File: src/rtl/chte_ram.sv
// ----------------------------------------------------------------------------
// chte_ram
// generic simple dual-port synchronous ram with registered read
// ----------------------------------------------------------------------------
module chte_ram #(
  parameter int unsigned WIDTH = 8,
  parameter int unsigned DEPTH = 16
) (
  input  logic                     clk,
  input  logic                     we,
  input  logic [$clog2(DEPTH)-1:0] waddr,
  input  logic [WIDTH-1:0]         wdata,
  input  logic [$clog2(DEPTH)-1:0] raddr,
  output logic [WIDTH-1:0]         rdata
);

  logic [WIDTH-1:0] mem [DEPTH];

  always_ff @(posedge clk) begin
    if (we) begin
      mem[waddr] <= wdata;
    end
    rdata <= mem[raddr];
  end

endmodule

File: config.mk
export PLATFORM = sky130hd
export DESIGN_NAME = chte_ram
export DESIGN_NICKNAME = d
export VERILOG_FILES = /design/src/rtl/chte_ram.sv
export SDC_FILE = /design/constraint.sdc
export NUM_CORES = 1
export LEC_CHECK = 0
export ABC_AREA = 0
export BUFFER_PORTS_ARGS = -buffer_cell sky130_fd_sc_hd__buf_4
export CORE_MARGIN = 8
export CORE_UTILIZATION = 54
export CTS_CLUSTER_DIAMETER = 80
export DETAILED_ROUTE_END_ITERATION = 8
export PLACE_DENSITY_LB_ADDON = 0.12
export SLEW_MARGIN = 15
export SYNTH_ARGS = -nofsm -noshare
export SYNTH_HDL_FRONTEND = slang
export SYNTH_SLANG_ARGS = --single-unit
File: constraint.sdc
create_clock -name clk -period 1.7 [get_ports clk]
set_input_delay 0.255 -clock clk [delete_from_list [all_inputs] [get_ports clk]]
set_output_delay 0.255 -clock clk [all_outputs]
set_load 0.005 [all_outputs]
==> flow_metrics.env <==
export IMPL_skew_ns=0.00612
export IMPL_cpPeakStageDelay_ns=0.49
export IMPL_seq_area_um2=4000
export IMPL_wirelength_um=9750
export IMPL_grt_usage_pct=16.5
export IMPL_yosys_area_share_simple_pct=3.18
export IMPL_n_antenna_cell=0
export IMPL_rsz0062_at_grt="no"
export IMPL_powerDensity_nw_per_um2=1250
export IMPL_clock_fmax_mhz=735
export IMPL_maxSlewViolCount=0
export IMPL_yosys_top_cells_area="edfxtp_1 (75%), mux4_2 (7.9%), mux4_1 (7.1%), dfxtp_1 (3.1%), a22oi_1 (2.3%)"
export IMPL_drive_above_1_share_pct=33.7
export IMPL_setup_viol=0
export IMPL_die_w_um=114
export IMPL_syn_inst=229
export IMPL_io_buffers=25
export IMPL_path_cells="mux4_2, a22oi_1, nand2_1"
export IMPL_synth_edff_count=128
export IMPL_cts_clk_slew_worst_paths_ns=0.06
export IMPL_outcome="complete, no violations"
export IMPL_worstPathArrival_ns=1.75
export IMPL_layout_cells_non_filler=429
export IMPL_tightest_slew_ns=0.682
export IMPL_grt_pass1_wl_um=15100
export IMPL_hold_start="wdata[0]"
export IMPL_cts_setup_buffers=0
export IMPL_syn_avg_cell_area_um2=22.5
export IMPL_cts_tree="done"
export IMPL_cap_violations=0
export IMPL_ant_nets=0
export IMPL_post_drt_wl_per_cell_um=22.7
export IMPL_holdPathStages=1
export IMPL_finalCriticalPeriod_ns=1.36
export IMPL_gp_congestion=0.841
export IMPL_core_um2=9240
export IMPL_first_pass_iters=4
export IMPL_drc=0
export IMPL_synth_common_cells="edfxtp_1 (128), mux4_2 (18), a22oi_1 (16)"
export IMPL_worst_r2r_cell_count=3
export IMPL_r2r_start="mem[3][4]"
export IMPL_synth_ff_type="edfxtp_1"
export IMPL_grt_antenna_before_repair=0
export IMPL_crit_required_ns=2.09
export IMPL_p_leak_nw=2.17
export IMPL_synth_area_um2=5150
export IMPL_clock_sinks=136
export IMPL_start_kind="flip-flop"
export IMPL_min_to="mem[5][0]"
export IMPL_critPathBufInv=0
export IMPL_synth_top_cell_by_area="edfxtp_1"
export IMPL_fin_tns_setup_ns=0
export IMPL_hold_violations=0
export IMPL_peakVddDrop_v=0.000625
export IMPL_finalCritPeriodShare_pct=80.0
export IMPL_ys_warn_count=0
export IMPL_multi_input_area_um2=1060
export IMPL_critPathTopFamily="multiplexers"
export IMPL_ys_ff_latch=136
export IMPL_ys_seq_area_share_pct=77.8
export IMPL_clockBufferDepth=2
export IMPL_synth_fp_nets=247
export IMPL_worstSetupPathType="flip-flop to flip-flop"
export IMPL_hp_class="input port to flip-flop"
export IMPL_grt_max_degree=18
export IMPL_grt_pass1_vias=2613
export IMPL_synth_top_cell_area_share_pct=74.7
export IMPL_synthMuxAreaShare_pct=15.0
export IMPL_via_count=2422
export IMPL_ios=26
export IMPL_dp_hpwl_um=6490
export IMPL_drt_iter0_drc=129
export IMPL_synth_compound_area_share_pct=2.33
export IMPL_place_inst=398
export IMPL_die_h_um=114
export IMPL_nNetsFinal=306
export IMPL_via_per_inst=5.65
export IMPL_cts_htree_levels=4
export IMPL_synth_xor_area_share_pct=0
export IMPL_synth_async_reset_ratio_pct=0
export IMPL_synth_most_common_cell="edfxtp_1"
export IMPL_slowest_stage="mux4_2"
export IMPL_initial_core_util_pct=55.7
export IMPL_synth_fa_ha_area_share_pct=0
export IMPL_synth_top_family_by_area="multiplexers"
export IMPL_r2r_end="rdata[4]"
export IMPL_area_growth_syn_to_layout_pct=21.7
export IMPL_crit_fanout=1
export IMPL_fill_cells=602
export IMPL_worstSetupEndpointType="flip-flop"
export IMPL_synth_cell_type_count=19
export IMPL_cts_hold_buffers=0
export IMPL_total_power_w=0.00783
export IMPL_design_die_area_um2=12900
export IMPL_grt_ovfl_total=0
export IMPL_rows=35
export IMPL_reg2reg_slack_ns=0.34
export IMPL_post_cts_resized=0
export IMPL_clk_latency_ns=0.51
export IMPL_cts_root_buffer="clkbuf_8"
export IMPL_max_slew_margin_pct=54.4
export IMPL_cts_buffers=17
## state kept, by name (all words and copies together) (netlist names)
register  cells
mem         128
rdata         8
## cells in the final DEF, fill, tap and decap left out
cell type and instances:
buf_4 46, nand3b_1 2, nand2_1 9, edfxtp_1 128, nor2_1 13, nor3_2 1, a22oi_1 16, clkinv_4 3
and2_1 1, nand2b_1 2, nor3_1 3, nor2b_1 1, clkbuf_16 16, and2b_1 1, or3b_2 1, clkinvlp_4 1
dfxtp_1 8, mux4_1 14, mux4_2 18, buf_12 4, inv_6 1, bufinv_16 3, clkinv_2 2, nand3_1 1
clkbuf_8 5
## worst max path at each step
stage                          from         to  slack [ns]  cells after the start
final                     mem[3][4]   rdata[4]        0.34                      3
after global routing      mem[3][4]   rdata[4]        0.29                      3
after CTS                 mem[3][4]   rdata[4]        0.33                      3
after detailed placement   raddr[0]   rdata[1]        0.06                      5
after global placement     raddr[0]   rdata[1]        0.08                      5
after floorplan            waddr[2]  mem[3][0]        0.18                      2
## metal layers
metal,wire [um],track usage [%]
met2,4800,25.0
met4,159,7.46
met3,445,5.02
met5,0,0
met1,4350,21.4
## area by class of cell
class,count,area share (%)
tap,129,2.58
multi-input combinational,83,17.0
clock buffer,21,7.49
timing repair buffer,50,6.79
sequential,136,63.9
clock inverter,10,2.28
## cell families after synthesis
kind of cell           after synthesis
AOI/OAI and AO/OA                   16
muxes                               32
and+or+nand+nor                     35
buffers and inverters               10
DFF                                136
## report_power, final
| part | switching, W | total, W | internal [W] |
|---|---|---|---|
| Sequential | 0.0000233 | 0.00377 | 0.00375 |
| Clock | 0.00129 | 0.00368 | 0.00239 |
| Combinational | 0.000194 | 0.000381 | 0.000187 |
## per-stage QoR
stage | area (um2) | hold WS (ns) | utilization (%) | worst slack [ns]
after global routing | 6260 | 0.0404 | 67.8 | 0.289
after detailed placement | 5650 | 0.568 | 61.2 | 0.0558
final | 6260 | 0.0456 | 67.8 | 0.339
after CTS | 6260 | 0.0370 | 67.8 | 0.327
after global placement | 5650 | 0.561 | 61.2 | 0.0841
after floorplan | 5150 | 0.354 | - | 0.179
Note: power is estimated with default switching activity, not from simulation.
